File: src/ecdd_pkg.sv
// Package for the escaped command/data demultiplexer.
// Holds the protocol bytes, result kind codes, the parse descriptor and the payload table.
// No dependencies.
`default_nettype none

package ecdd_pkg;

	// Default store depths.
	localparam int DATA_DEPTH_DEF = 2048;
	localparam int CMD_DEPTH_DEF  = 128;

	// Protocol bytes.
	localparam logic [7:0] ESC_BYTE      = 8'h5a;
	localparam logic [7:0] TOK_UNESC     = 8'ha5;
	localparam logic [7:0] TOK_RESET     = 8'h01;
	localparam logic [7:0] TOK_XMIT      = 8'h07;
	localparam logic [7:0] TOK_FIRST_LEN = 8'h02;
	localparam logic [7:0] TOK_LAST_LEN  = 8'h06;

	// Result kinds.
	localparam logic [1:0] KIND_DATA  = 2'd0;
	localparam logic [1:0] KIND_CMD   = 2'd1;
	localparam logic [1:0] KIND_RESET = 2'd2;
	localparam logic [1:0] KIND_ERROR = 2'd3;

	// What the parser makes of one byte: kind and byte of the first result,
	// how many results follow from it and whether the last one commits.
	typedef struct packed {
		logic [1:0] kind;
		logic [7:0] byte_value;
		logic [1:0] count;
		logic       commit;
	} ecdd_desc_t;

	// Payload length that follows each length token.
	function automatic logic [2:0] payload_len(input logic [7:0] tok);
		logic [2:0] len;
		case (tok)
			8'h02:   len = 3'd4;
			8'h03:   len = 3'd1;
			8'h04:   len = 3'd1;
			8'h05:   len = 3'd6;
			default: len = 3'd1;
		endcase
		return len;
	endfunction

endpackage

`default_nettype wire

File: src/ecdd_byte_if.sv
// Valid/ready channel that carries one received serial byte per beat.
// No dependencies.
`default_nettype none

interface ecdd_byte_if;
	logic       valid;
	logic       ready;
	logic [7:0] rx_byte;

	modport source (output valid, output rx_byte, input ready);
	modport sink   (input valid, input rx_byte, output ready);
endinterface

`default_nettype wire

File: src/ecdd_res_if.sv
// Valid/ready channel that carries one demultiplexed result per beat.
// Index widths follow the store depths; defaults come from ecdd_pkg.
`default_nettype none

interface ecdd_res_if
	import ecdd_pkg::*;
#(
	parameter int DATA_DEPTH = DATA_DEPTH_DEF,
	parameter int CMD_DEPTH  = CMD_DEPTH_DEF,
	localparam int DIDX_W    = $clog2(DATA_DEPTH),
	localparam int CIDX_W    = $clog2(CMD_DEPTH)
);
	logic              valid;
	logic              ready;
	logic [1:0]        kind;
	logic [7:0]        byte_value;
	logic [DIDX_W-1:0] data_index;
	logic [CIDX_W-1:0] cmd_index;
	logic              commit;
	logic              last;

	modport source (output valid, output kind, output byte_value, output data_index,
		output cmd_index, output commit, output last, input ready);
	modport sink   (input valid, input kind, input byte_value, input data_index,
		input cmd_index, input commit, input last, output ready);
endinterface

`default_nettype wire

File: src/ecdd_parser.sv
// Escape parser: holds the parse mode, payload count and both write indices,
// and describes the results of one byte. Depends on ecdd_pkg.
`default_nettype none

module ecdd_parser
	import ecdd_pkg::*;
#(
	parameter int DATA_DEPTH = DATA_DEPTH_DEF,
	parameter int CMD_DEPTH  = CMD_DEPTH_DEF,
	localparam int DIDX_W    = $clog2(DATA_DEPTH),
	localparam int CIDX_W    = $clog2(CMD_DEPTH)
) (
	input  wire logic              clk,
	input  wire logic              arst_n,
	input  wire logic              step,
	input  wire logic [7:0]        rx_byte,
	output ecdd_desc_t             desc,
	output logic      [DIDX_W-1:0] data_index,
	output logic      [CIDX_W-1:0] cmd_index
);

	localparam logic [1:0] MODE_IDLE    = 2'd0;
	localparam logic [1:0] MODE_ESC     = 2'd1;
	localparam logic [1:0] MODE_PAYLOAD = 2'd2;
	localparam logic [1:0] MODE_HALT    = 2'd3;

	logic [1:0]        mode_q, mode_d;
	logic [2:0]        left_q, left_d, left_dec;
	logic [DIDX_W-1:0] didx_q, didx_d, didx_inc;
	logic [CIDX_W-1:0] cidx_q, cidx_d;
	logic [CIDX_W:0]   cidx_sum;
	logic [1:0]        cidx_add;
	logic              clear;

	assign data_index = didx_q;
	assign cmd_index  = cidx_q;

	// Index arithmetic: data index wraps on a single step, the command index
	// may move by up to three slots and wraps with one compare and subtract.
	assign didx_inc = (didx_q == DIDX_W'(DATA_DEPTH - 1)) ? '0 : didx_q + 1'b1;
	assign cidx_sum = {1'b0, cidx_q} + (CIDX_W + 1)'(cidx_add);
	assign cidx_d   = (cidx_sum >= (CIDX_W + 1)'(CMD_DEPTH)) ?
		CIDX_W'(cidx_sum - (CIDX_W + 1)'(CMD_DEPTH)) : CIDX_W'(cidx_sum);
	assign left_dec = (left_q != 3'd0) ? left_q - 3'd1 : 3'd0;

	// Decode of one byte against the current parse mode.
	always_comb begin
		mode_d          = mode_q;
		left_d          = left_q;
		didx_d          = didx_q;
		cidx_add        = 2'd0;
		clear           = 1'b0;
		desc.kind       = KIND_DATA;
		desc.byte_value = rx_byte;
		desc.count      = 2'd0;
		desc.commit     = 1'b0;
		case (mode_q)
			MODE_IDLE: begin
				if (rx_byte == ESC_BYTE) begin
					mode_d = MODE_ESC;
				end else begin
					desc.count = 2'd1;
					didx_d     = didx_inc;
				end
			end
			MODE_ESC: begin
				if (rx_byte == TOK_UNESC) begin
					desc.byte_value = ESC_BYTE;
					desc.count      = 2'd1;
					didx_d          = didx_inc;
					mode_d          = MODE_IDLE;
				end else if (rx_byte == TOK_RESET) begin
					desc.kind       = KIND_RESET;
					desc.byte_value = 8'h00;
					desc.count      = 2'd1;
					clear           = 1'b1;
				end else if (rx_byte == TOK_XMIT) begin
					desc.kind   = KIND_CMD;
					desc.count  = 2'd3;
					desc.commit = 1'b1;
					cidx_add    = 2'd3;
					mode_d      = MODE_IDLE;
				end else if (rx_byte inside {[TOK_FIRST_LEN:TOK_LAST_LEN]}) begin
					desc.kind  = KIND_CMD;
					desc.count = 2'd1;
					cidx_add   = 2'd1;
					left_d     = payload_len(rx_byte);
					mode_d     = MODE_PAYLOAD;
				end else begin
					desc.kind  = KIND_ERROR;
					desc.count = 2'd1;
					mode_d     = MODE_HALT;
				end
			end
			MODE_PAYLOAD: begin
				desc.kind  = KIND_CMD;
				desc.count = 2'd1;
				cidx_add   = 2'd1;
				left_d     = left_dec;
				if (left_dec == 3'd0) begin
					desc.commit = 1'b1;
					mode_d      = MODE_IDLE;
				end
			end
			default: begin
				// Halted: the byte is dropped.
			end
		endcase
	end

	// Parse state; a reset request returns every field to its reset value.
	always_ff @(posedge clk or negedge arst_n) begin
		if (!arst_n) begin
			mode_q <= MODE_IDLE;
			left_q <= 3'd0;
			didx_q <= '0;
			cidx_q <= '0;
		end else if (step) begin
			if (clear) begin
				mode_q <= MODE_IDLE;
				left_q <= 3'd0;
				didx_q <= '0;
				cidx_q <= '0;
			end else begin
				mode_q <= mode_d;
				left_q <= left_d;
				didx_q <= didx_d;
				cidx_q <= cidx_d;
			end
		end
	end

endmodule

`default_nettype wire

File: src/escaped_command_data_demux_unit.sv
// Top level of the escaped command/data demultiplexer.
// Depends on ecdd_pkg, ecdd_byte_if, ecdd_res_if and ecdd_parser.
//
// Channel | Modport | Payload per beat
// --------+---------+--------------------------------------------------------------
// rx      | sink    | rx_byte
// res     | source  | kind, byte_value, data_index, cmd_index, commit, last
//
// A byte is registered on acceptance and parsed into the result register once that
// register is free. One byte per cycle is sustained while each byte gives at most
// one result and the result port is ready; the transmit token holds the result
// register for three beats, one per cycle while the result port is ready.
// A stalled result port fills the result and input registers, then drops ready.
// arst_n clears the parse state, both indices and all valid flags.
`default_nettype none

module escaped_command_data_demux_unit
	import ecdd_pkg::*;
#(
	parameter int DATA_DEPTH = DATA_DEPTH_DEF,
	parameter int CMD_DEPTH  = CMD_DEPTH_DEF,
	localparam int DIDX_W    = $clog2(DATA_DEPTH),
	localparam int CIDX_W    = $clog2(CMD_DEPTH)
) (
	input  wire logic   clk,
	input  wire logic   arst_n,
	ecdd_byte_if.sink   rx,
	ecdd_res_if.source  res
);

	logic              vld_s1;
	logic [7:0]        byte_s1;
	logic [1:0]        rem_s2;
	logic [1:0]        kind_s2;
	logic [7:0]        byte_s2;
	logic [DIDX_W-1:0] didx_s2;
	logic [CIDX_W-1:0] cidx_s2;
	logic              commit_s2;
	logic              multi_s2;
	logic [15:0]       didx_ext;
	logic              pop;
	logic              out_free;
	logic              step;
	ecdd_desc_t        desc;
	logic [DIDX_W-1:0] p_didx;
	logic [CIDX_W-1:0] p_cidx;

	// Handshake: the result register takes a new set when empty or once its last beat leaves.
	assign pop      = res.valid && res.ready;
	assign out_free = (rem_s2 == 2'd0) || ((rem_s2 == 2'd1) && res.ready);
	assign step     = vld_s1 && out_free;
	assign rx.ready = !vld_s1 || step;

	// Input register.
	always_ff @(posedge clk or negedge arst_n) begin
		if (!arst_n) begin
			vld_s1 <= 1'b0;
		end else if (rx.ready) begin
			vld_s1 <= rx.valid;
		end
	end

	always_ff @(posedge clk) begin
		if (rx.valid && rx.ready) begin
			byte_s1 <= rx.rx_byte;
		end
	end

	ecdd_parser #(
		.DATA_DEPTH(DATA_DEPTH),
		.CMD_DEPTH (CMD_DEPTH)
	) u_parser (
		.clk       (clk),
		.arst_n    (arst_n),
		.step      (step),
		.rx_byte   (byte_s1),
		.desc      (desc),
		.data_index(p_didx),
		.cmd_index (p_cidx)
	);

	// Result register: remaining beat count.
	always_ff @(posedge clk or negedge arst_n) begin
		if (!arst_n) begin
			rem_s2 <= 2'd0;
		end else if (step) begin
			rem_s2 <= desc.count;
		end else if (pop) begin
			rem_s2 <= rem_s2 - 2'd1;
		end
	end

	// Result register: payload; the command index steps once per beat sent.
	always_ff @(posedge clk) begin
		if (step && (desc.count != 2'd0)) begin
			kind_s2   <= desc.kind;
			byte_s2   <= desc.byte_value;
			didx_s2   <= p_didx;
			cidx_s2   <= p_cidx;
			commit_s2 <= desc.commit;
			multi_s2  <= (desc.count == 2'd3);
		end else if (pop) begin
			cidx_s2 <= (cidx_s2 == CIDX_W'(CMD_DEPTH - 1)) ? '0 : cidx_s2 + 1'b1;
		end
	end

	// Result beat: the transmit record sends the index bytes after the token.
	assign didx_ext       = 16'(didx_s2);
	assign res.valid      = (rem_s2 != 2'd0);
	assign res.kind       = kind_s2;
	assign res.byte_value = (rem_s2 == 2'd2) ? didx_ext[7:0] :
		((rem_s2 == 2'd1) && multi_s2) ? didx_ext[15:8] : byte_s2;
	assign res.data_index = (kind_s2 == KIND_DATA) ? didx_s2 : '0;
	assign res.cmd_index  = (kind_s2 == KIND_CMD) ? cidx_s2 : '0;
	assign res.last       = (rem_s2 == 2'd1);
	assign res.commit     = commit_s2 && (rem_s2 == 2'd1);

`ifndef SYNTHESIS
	// Only command results come in groups, so every other kind is a final beat.
	a_single_noncmd: assert property (@(posedge clk) disable iff (!arst_n)
		(res.valid && (res.kind != KIND_CMD)) |-> res.last)
		else $error("non-command result not marked last");

	// A commit closes a command group.
	a_commit_last: assert property (@(posedge clk) disable iff (!arst_n)
		(res.valid && res.commit) |-> (res.last && (res.kind == KIND_CMD)))
		else $error("commit outside final command beat");

	// A group that is not finished keeps the result port valid.
	a_group_cont: assert property (@(posedge clk) disable iff (!arst_n)
		(res.valid && res.ready && !res.last) |=> res.valid)
		else $error("result group broken off");
`endif

endmodule

`default_nettype wire
File: src/flat_wrapper.sv
// flat-port wrapper written by rule: the top's interface ports become plain ports
module escaped_command_data_demux_unit_flat import ecdd_pkg::*;
#(
	parameter int DATA_DEPTH = DATA_DEPTH_DEF,
	parameter int CMD_DEPTH  = CMD_DEPTH_DEF,
	localparam int DIDX_W    = $clog2(DATA_DEPTH),
	localparam int CIDX_W    = $clog2(CMD_DEPTH)
)
  (clk, arst_n, rx_valid, rx_rx_byte, rx_ready, res_valid, res_kind, res_byte_value, res_data_index, res_cmd_index, res_commit, res_last, res_ready);
  ecdd_byte_if rx_i ();
  ecdd_res_if #(.DATA_DEPTH(DATA_DEPTH), .CMD_DEPTH(CMD_DEPTH)) res_i ();
  input  wire logic clk;
  input  wire logic arst_n;
  input wire logic [$bits(rx_i.valid)-1:0] rx_valid;
  input wire logic [$bits(rx_i.rx_byte)-1:0] rx_rx_byte;
  output wire logic [$bits(rx_i.ready)-1:0] rx_ready;
  output wire logic [$bits(res_i.valid)-1:0] res_valid;
  output wire logic [$bits(res_i.kind)-1:0] res_kind;
  output wire logic [$bits(res_i.byte_value)-1:0] res_byte_value;
  output wire logic [$bits(res_i.data_index)-1:0] res_data_index;
  output wire logic [$bits(res_i.cmd_index)-1:0] res_cmd_index;
  output wire logic [$bits(res_i.commit)-1:0] res_commit;
  output wire logic [$bits(res_i.last)-1:0] res_last;
  input wire logic [$bits(res_i.ready)-1:0] res_ready;
  assign rx_i.valid = rx_valid;
  assign rx_i.rx_byte = rx_rx_byte;
  assign rx_ready = rx_i.ready;
  assign res_valid = res_i.valid;
  assign res_kind = res_i.kind;
  assign res_byte_value = res_i.byte_value;
  assign res_data_index = res_i.data_index;
  assign res_cmd_index = res_i.cmd_index;
  assign res_commit = res_i.commit;
  assign res_last = res_i.last;
  assign res_i.ready = res_ready;
  escaped_command_data_demux_unit #(.DATA_DEPTH(DATA_DEPTH), .CMD_DEPTH(CMD_DEPTH)) u_core (.clk(clk), .arst_n(arst_n), .rx(rx_i), .res(res_i));
endmodule
File: config.mk
export PLATFORM = sky130hd
export DESIGN_NAME = escaped_command_data_demux_unit_flat
export DESIGN_NICKNAME = d
export VERILOG_FILES = /design/src/ecdd_pkg.sv /design/src/ecdd_byte_if.sv /design/src/ecdd_res_if.sv /design/src/ecdd_parser.sv /design/src/escaped_command_data_demux_unit.sv /design/src/flat_wrapper.sv
export SDC_FILE = /design/constraint.sdc
export NUM_CORES = 1
export LEC_CHECK = 0
export BUFFER_PORTS_ARGS = -buffer_cell sky130_fd_sc_hd__buf_2
export CORE_MARGIN = 3
export CORE_UTILIZATION = 65
export CTS_BUF_LIST = sky130_fd_sc_hd__clkbuf_2 sky130_fd_sc_hd__clkbuf_4 sky130_fd_sc_hd__clkbuf_8
export CTS_CLUSTER_DIAMETER = 100
export CTS_CLUSTER_SIZE = 28
export DETAILED_ROUTE_END_ITERATION = 6
export GPL_ROUTABILITY_DRIVEN = 0
export PLACE_DENSITY = 0.95
export SLEW_MARGIN = 40
export SYNTH_ARGS = -nofsm -noshare
export SYNTH_HDL_FRONTEND = slang
export SYNTH_SLANG_ARGS = --single-unit
export TNS_END_PERCENT = 5
File: constraint.sdc
create_clock -name clk -period 6.1 [get_ports clk]
set_input_delay 0.61 -clock clk [delete_from_list [all_inputs] [get_ports clk]]
set_output_delay 0.61 -clock clk [all_outputs]
set_load 0.1 [all_outputs]
Word-level counts from Yosys, hierarchy flattened
Cells that the tools add are included.
Widths: inputs -> output; s select.
Word-level totals
  word-level logic and storage cells: 128
  input bits: 12
  register bits after elaboration: 64
  output and inout port bits: 32
Operators by class
  equal/unequal tests: 23
  muxes and demuxes: 57
  reduce and logical (&&, ||, !) cells: 26
  order comparisons: 3
  add/sub/neg operators: 6
Operators by type and width (number)
  $mux 11: 5
  $mux 7: 6
  $mux 2: 17
  $mux 8: 4
  $ne 3x3->1 const B: 8
  $pmux 11 s2: 1
  $mux 3: 6
  $eq 8x3->1 const B: 2
  $pmux 2 s3: 2
  $pmux 3 s2: 2
  $add 11x1->11 const B: 1
  $eq 11x11->1 const B: 1
  $mux 1: 10
  $mux 10: 1
  $reduce_bool 3->1: 3
  $add 7x2->8: 1
  $eq 8x1->1 const B: 1
  $eq 8x2->1 const B: 1
  $eq 8x7->1 const B: 1
  $eq 8x8->1 const B: 1
  $ge 8x2->1 const B: 1
  $ge 8x8->1 const B: 1
  $le 8x3->1 const B: 1
  $logic_and 1x1->1: 8
  other kinds (19): 30

Depth between registers and ports, before layout
  word-level depth: 11
  depth in mapped cells: 12
  gate-level depth less buffers: 11

Hierarchy
From an unflattened synthesis, not the netlist that was laid out.
Second synthesis, totals
  cells, all modules: 342
  area, all modules: 3545.9 um^2
By module, submodules not included
  escaped_command_data_demux_unit: instances 1, seq. area each 1216.2 um^2, cells each 143, area each 1863.0 um^2
  ecdd_parser: instances 1, seq. area each 575.6 um^2, cells each 199, area each 1682.9 um^2

Worst setup path after synthesis
Ideal clock, no wire load.
  kind: flip-flop to output port
  start point: reg u_core.rem_s2[1]
  end point: out res_byte_value[0]
  stages on the path, launching flop included: 6
  setup slack: 1493 ps
  required time: 5490 ps
  arrival time: 3997 ps
  buffers on the path: 0
  cells stage by stage: dfrtp_1 inv_1 ha_1 nand2_1 mux2i_1 o21ai_0
On the way
  cells in the longest elaborated chain, start to end: 4
  elaborated cells on any way between the ends: 5
  those cells by class: eq/ne: 2; mux: 2; reduce/logical: 1
RTL lines
  from (decl): RTL line escaped_command_data_demux_unit.sv:33  | logic [1:0] rem_s2;
  from (signal assigned): RTL line escaped_command_data_demux_unit.sv:87  | rem_s2 <= desc.count;
  from (signal assigned): RTL line escaped_command_data_demux_unit.sv:89  | rem_s2 <= rem_s2 - 2'd1;
  $eq 2x1->1
  via res_last: RTL line flat_wrapper.sv:23  | output wire logic [$bits(res_i.last)-1:0] res_last;
  $logic_and 1x1->1: RTL line escaped_command_data_demux_unit.sv:112  | ((rem_s2 == 2'd1) && multi_s2) ? didx_ext[15:8] : byte_s2;
  $mux 8: RTL line escaped_command_data_demux_unit.sv:112
  $mux 8: RTL line escaped_command_data_demux_unit.sv:111  | assign res.byte_value = (rem_s2 == 2'd2) ? didx_ext[7:0] :
  to (decl): RTL line flat_wrapper.sv:19  | output wire logic [$bits(res_i.byte_value)-1:0] res_byte_value;
The timed path passes the listed nets, and every way through them passes these cells.

Worst setup path in the final report
  start point: reg u_core.byte_s1[0]
  end point: reg u_core.didx_s2[9] (enable)
On the way
  cells in the longest elaborated chain, start to end: 7
  elaborated cells on any way between the ends: 11
  those cells by class: eq/ne: 4; mux: 5; reduce/logical: 2
RTL lines
  from (decl): RTL line escaped_command_data_demux_unit.sv:32  | logic [7:0] byte_s1;
  from (signal assigned): RTL line escaped_command_data_demux_unit.sv:65  | byte_s1 <= rx.rx_byte;
  $eq 8x3->1: RTL line ecdd_parser.sv:77  | end else if (rx_byte == TOK_XMIT) begin
  $mux 2: RTL line ecdd_parser.sv:77
  $mux 2: RTL line ecdd_parser.sv:72  | end else if (rx_byte == TOK_RESET) begin
  $mux 10: RTL line ecdd_parser.sv:67  | if (rx_byte == TOK_UNESC) begin
  $pmux 2 s3 (*): RTL line ecdd_parser.sv:57  | case (mode_q)
  $reduce_bool 2->1 (*): RTL line escaped_command_data_demux_unit.sv:95  | if (step && (desc.count != 2'd0)) begin
  $logic_and 1x1->1 (*): RTL line escaped_command_data_demux_unit.sv:95
  to (signal assigned): RTL line escaped_command_data_demux_unit.sv:98  | didx_s2 <= p_didx;
  to (decl): RTL line escaped_command_data_demux_unit.sv:36  | logic [DIDX_W-1:0] didx_s2;
Mark *: on every way between the ends. The rest lies on a longest branch, timed or not.
A chain may end at the register's enable or synchronous reset.

==> summary.md <==
| Metric | Value |
|---|---|
| Initial core utilization | 69.7% |
| Mean post-synth cell area | 10.3 um2 |
| EDFF count, synth | 38 |
| Fraction of registers with async set/reset | 40.6% |
| Mapped Area | 3420 um2 |
| Mux contribution to synthesized area | 4.42% |
| Fin. Hold Viols | 0 |
| Synth cell types | 42 |
| Die Y | 78.6 um |
| Cts bufs inserted | 9 |
| Worst skew pair latency | 0.35 ns |
| Adder-cell share of the synthesized area | 4.97% |
| Max_cap viols | 0 |
| Cts-stage hold buffer count | 0 |
| Compound-gate portion of the synthesized area | 10.9% |
| Grt ovf | 0 |
| CTS Sinks | 64 |
| Routed Wire Length | 8.47 mm |
| Cell row count | 25 |
| YS warnings | 0 |
| # H-tree levels | 3 |
| Ys flop type | edfxtp_1 |
| Number of synthesized register bits | 64 |
| Vias in the first global route | 2644 |
| Final-layout fill cell count | between 200 and 300 |
| Status | complete, no violations |
| XOR/XNOR Fraction of Synth Area | 2.56% |
| # DRC | 0 |
| Worst Hold Class | primary input to async pin |
| CTS tree | done |
| Vias | ~2900 |
| Setup bufs post-CTS | 0 |
| CP Launch Type | flip-flop |
| Port bufs | 43 |
| DRT antenna net count | 0 |
| Drt pass-1 iters | 6 |
| Core Area | 4910 um2 |
| Clock Skew | ~0.0085 ns |
| Critical path class | flip-flop to flip-flop |
| Die Wd | 78.6 um |
| Critical path required time | around 6 ns |
| Maximum clock path buffer count | 2 |
| Synth Instances | around 330 |
| Crit Path Max Fanout | 23 |
| F_max | 306 MHz |
| Slew at the pin closest to its max-slew limit | 0.729 ns |
| Crit. End Element | flip-flop |
| Die footprint | 6180 um2 |
| Diode count | 0 |
| Number of DRC markers in iteration 0 | 447 |
| Nets | ~410 |
| Overall routing resource usage | 29.0% |
| Layout Area Growth over Synthesis | 14.5% |
| Top post-synthesis cells by area | edfxtp_1 33%, dfrtp_1 19%, and2_1 4.9% |
| Resize count post-CTS | 0 |
| RSZ-0062 raised after global routing | no |
| Initial antenna violation count | 0 |
| I/O pin cnt | 44 |
| Tmin final | ~3.3 ns |
| Largest area contributor in the netlist | edfxtp_1 |
| Worst slew margin | 51.1% |
| Via density | 6.31 |
| Final period util | between 50% and 60% |
| Syn nets | 358 |
| Multi-input logic area | 1550 um2 |
| Endpoints failing setup | 0 |
| Routed len/inst | 18.7 um |
| CTS root buf | clkbuf_8 |
| Share of layout cells above drive strength 1 | 18.7% |
| Register area | 1790 um2 |
| Largest net degree at the start of global routing | 27 |
| Slew Viols, Final | 0 |
| Area share of the largest cell type after synthesis | 33.3% |
| Simple-Gate Fraction of Synth Area | 22.5% |
| Critical Path AT | about 3.1 ns |
| Worst-path clk slew | 0.07 ns |
| Setup TNS | 0 ns |
| DP HPWL | 5.70 mm |
| Post-synthesis sequential area ratio | 52.3% |
| First-pass GRT wire length | 13.5 mm |
| Largest family of logic cells by synthesized area | simple AND/OR/NAND/NOR gates |
[cell usage in the layout (no fill, tap or decap), drive strengths merged, types with 6 or more instances in the layout]
cell	count
buf	44
nand2	38
edfxtp	38
o21ai	27
and2	27
dfrtp	26
nor2	22
a21oi	16
inv	12
ha	12
nand3	11
nor3	11
mux2	9
nand2b	9
clkbuf	9
o31ai	6
[state kept, by name (all words and copies together) (netlist names)]
name and flops:
u_core.didx_s2 11, u_core.u_parser.data_index 11, u_core.byte_s1 8, u_core.byte_s2 8
u_core.cidx_s2 7, u_core.u_parser.cmd_index 7, u_core.u_parser.left_q 3, u_core.rem_s2 2
u_core.res.kind 2, u_core.u_parser.mode_q 2, u_core.commit_s2 1, u_core.multi_s2 1
u_core.vld_s1 1
[metal layers]
| layer | routed length (um) | track usage, % | up-vias |
|---|---|---|---|
| li1 | - | - | 1298 |
| met1 | 3440 | 38.1 | 1320 |
| met2 | 3900 | 45.1 | 198 |
| met3 | 798 | 5.16 | 36 |
| met4 | 337 | 17.5 | 0 |
| met5 | 0 | 0 | - |
[final cells by class]
class	count	area share, %
Sequential cell	64	45.7
Multi-Input combinational cell	248	39.6
Timing Repair Buffer	44	5.68
Clock buffer	9	3.16
Clock inverter	7	2.46
Tap cell	67	2.14
Inverter	13	1.24
[critical path, cell delays in order, from the launching register on]
cell and delay (ns):
edfxtp_1 0.46, or4b_2 0.73, o21ai_0 0.28, and2_1 0.24, a211o_1 0.38, clkinv_1 0.69
[cells in the mapped netlist (2+ instances only)]
library cell,count
and2_1,27
inv_1,13
nand2b_1,9
nand2_1,38
or3_1,3
nand4_1,5
dfrtp_1,26
mux2_2,9
or4_1,3
nand3_1,11
a211oi_1,2
o21ai_0,27
or2_2,2
nor2b_1,2
clkbuf_1,7
nor3_1,11
edfxtp_1,38
nor4_1,4
mux2i_1,5
and3_1,3
nor2_1,22
xor2_1,5
nand4b_1,2
o22ai_1,3
nor3b_1,2
a21oi_1,16
ha_1,12
nand3b_1,2
xnor2_1,5
o31ai_1,6
o41ai_1,2
[cells by family after synthesis]
group,count (synthesis)
simple gates,148
compound gates,63
xor+xnor,10
flops,64
fa+ha+maj,13
buf+inv,21
mux,14
[stage by stage]
stage	utilization (%)	std cells	worst slack (ns)	instance area [um2]	hold slack, ns
3_3_place_gp	75.3	436	3.20	3700	0.499
6_report	79.8	452	2.84	3920	0.254
3_5_place_dp	75.3	436	3.08	3700	0.527
4_1_cts	79.8	452	3.00	3920	0.263
2_1_floorplan	-	333	1.49	3420	0.314
5_1_grt	79.8	452	2.72	3920	0.291
[path summary, 6_finish.rpt]
kind,startpoint,to,slack (ns),cells past startpoint
setup / recovery,u_core.byte_s1[0],u_core.didx_s2[9],2.84,5
hold / removal,arst_n,u_core.u_parser.data_index[4],0.25,1
setup reg to reg,u_core.byte_s1[0],u_core.didx_s2[9],2.84,5
hold reg to reg,u_core.u_parser.data_index[8],u_core.didx_s2[8],0.53,0
max in group asynchronous,arst_n,u_core.u_parser.data_index[6],5.46,1
min in group clk,rx_rx_byte[7],u_core.byte_s1[7],0.43,1
Power is left out: the tool's default activity adds up to more than one toggle a clock period on the data nets, which glitch-free logic cannot reach.
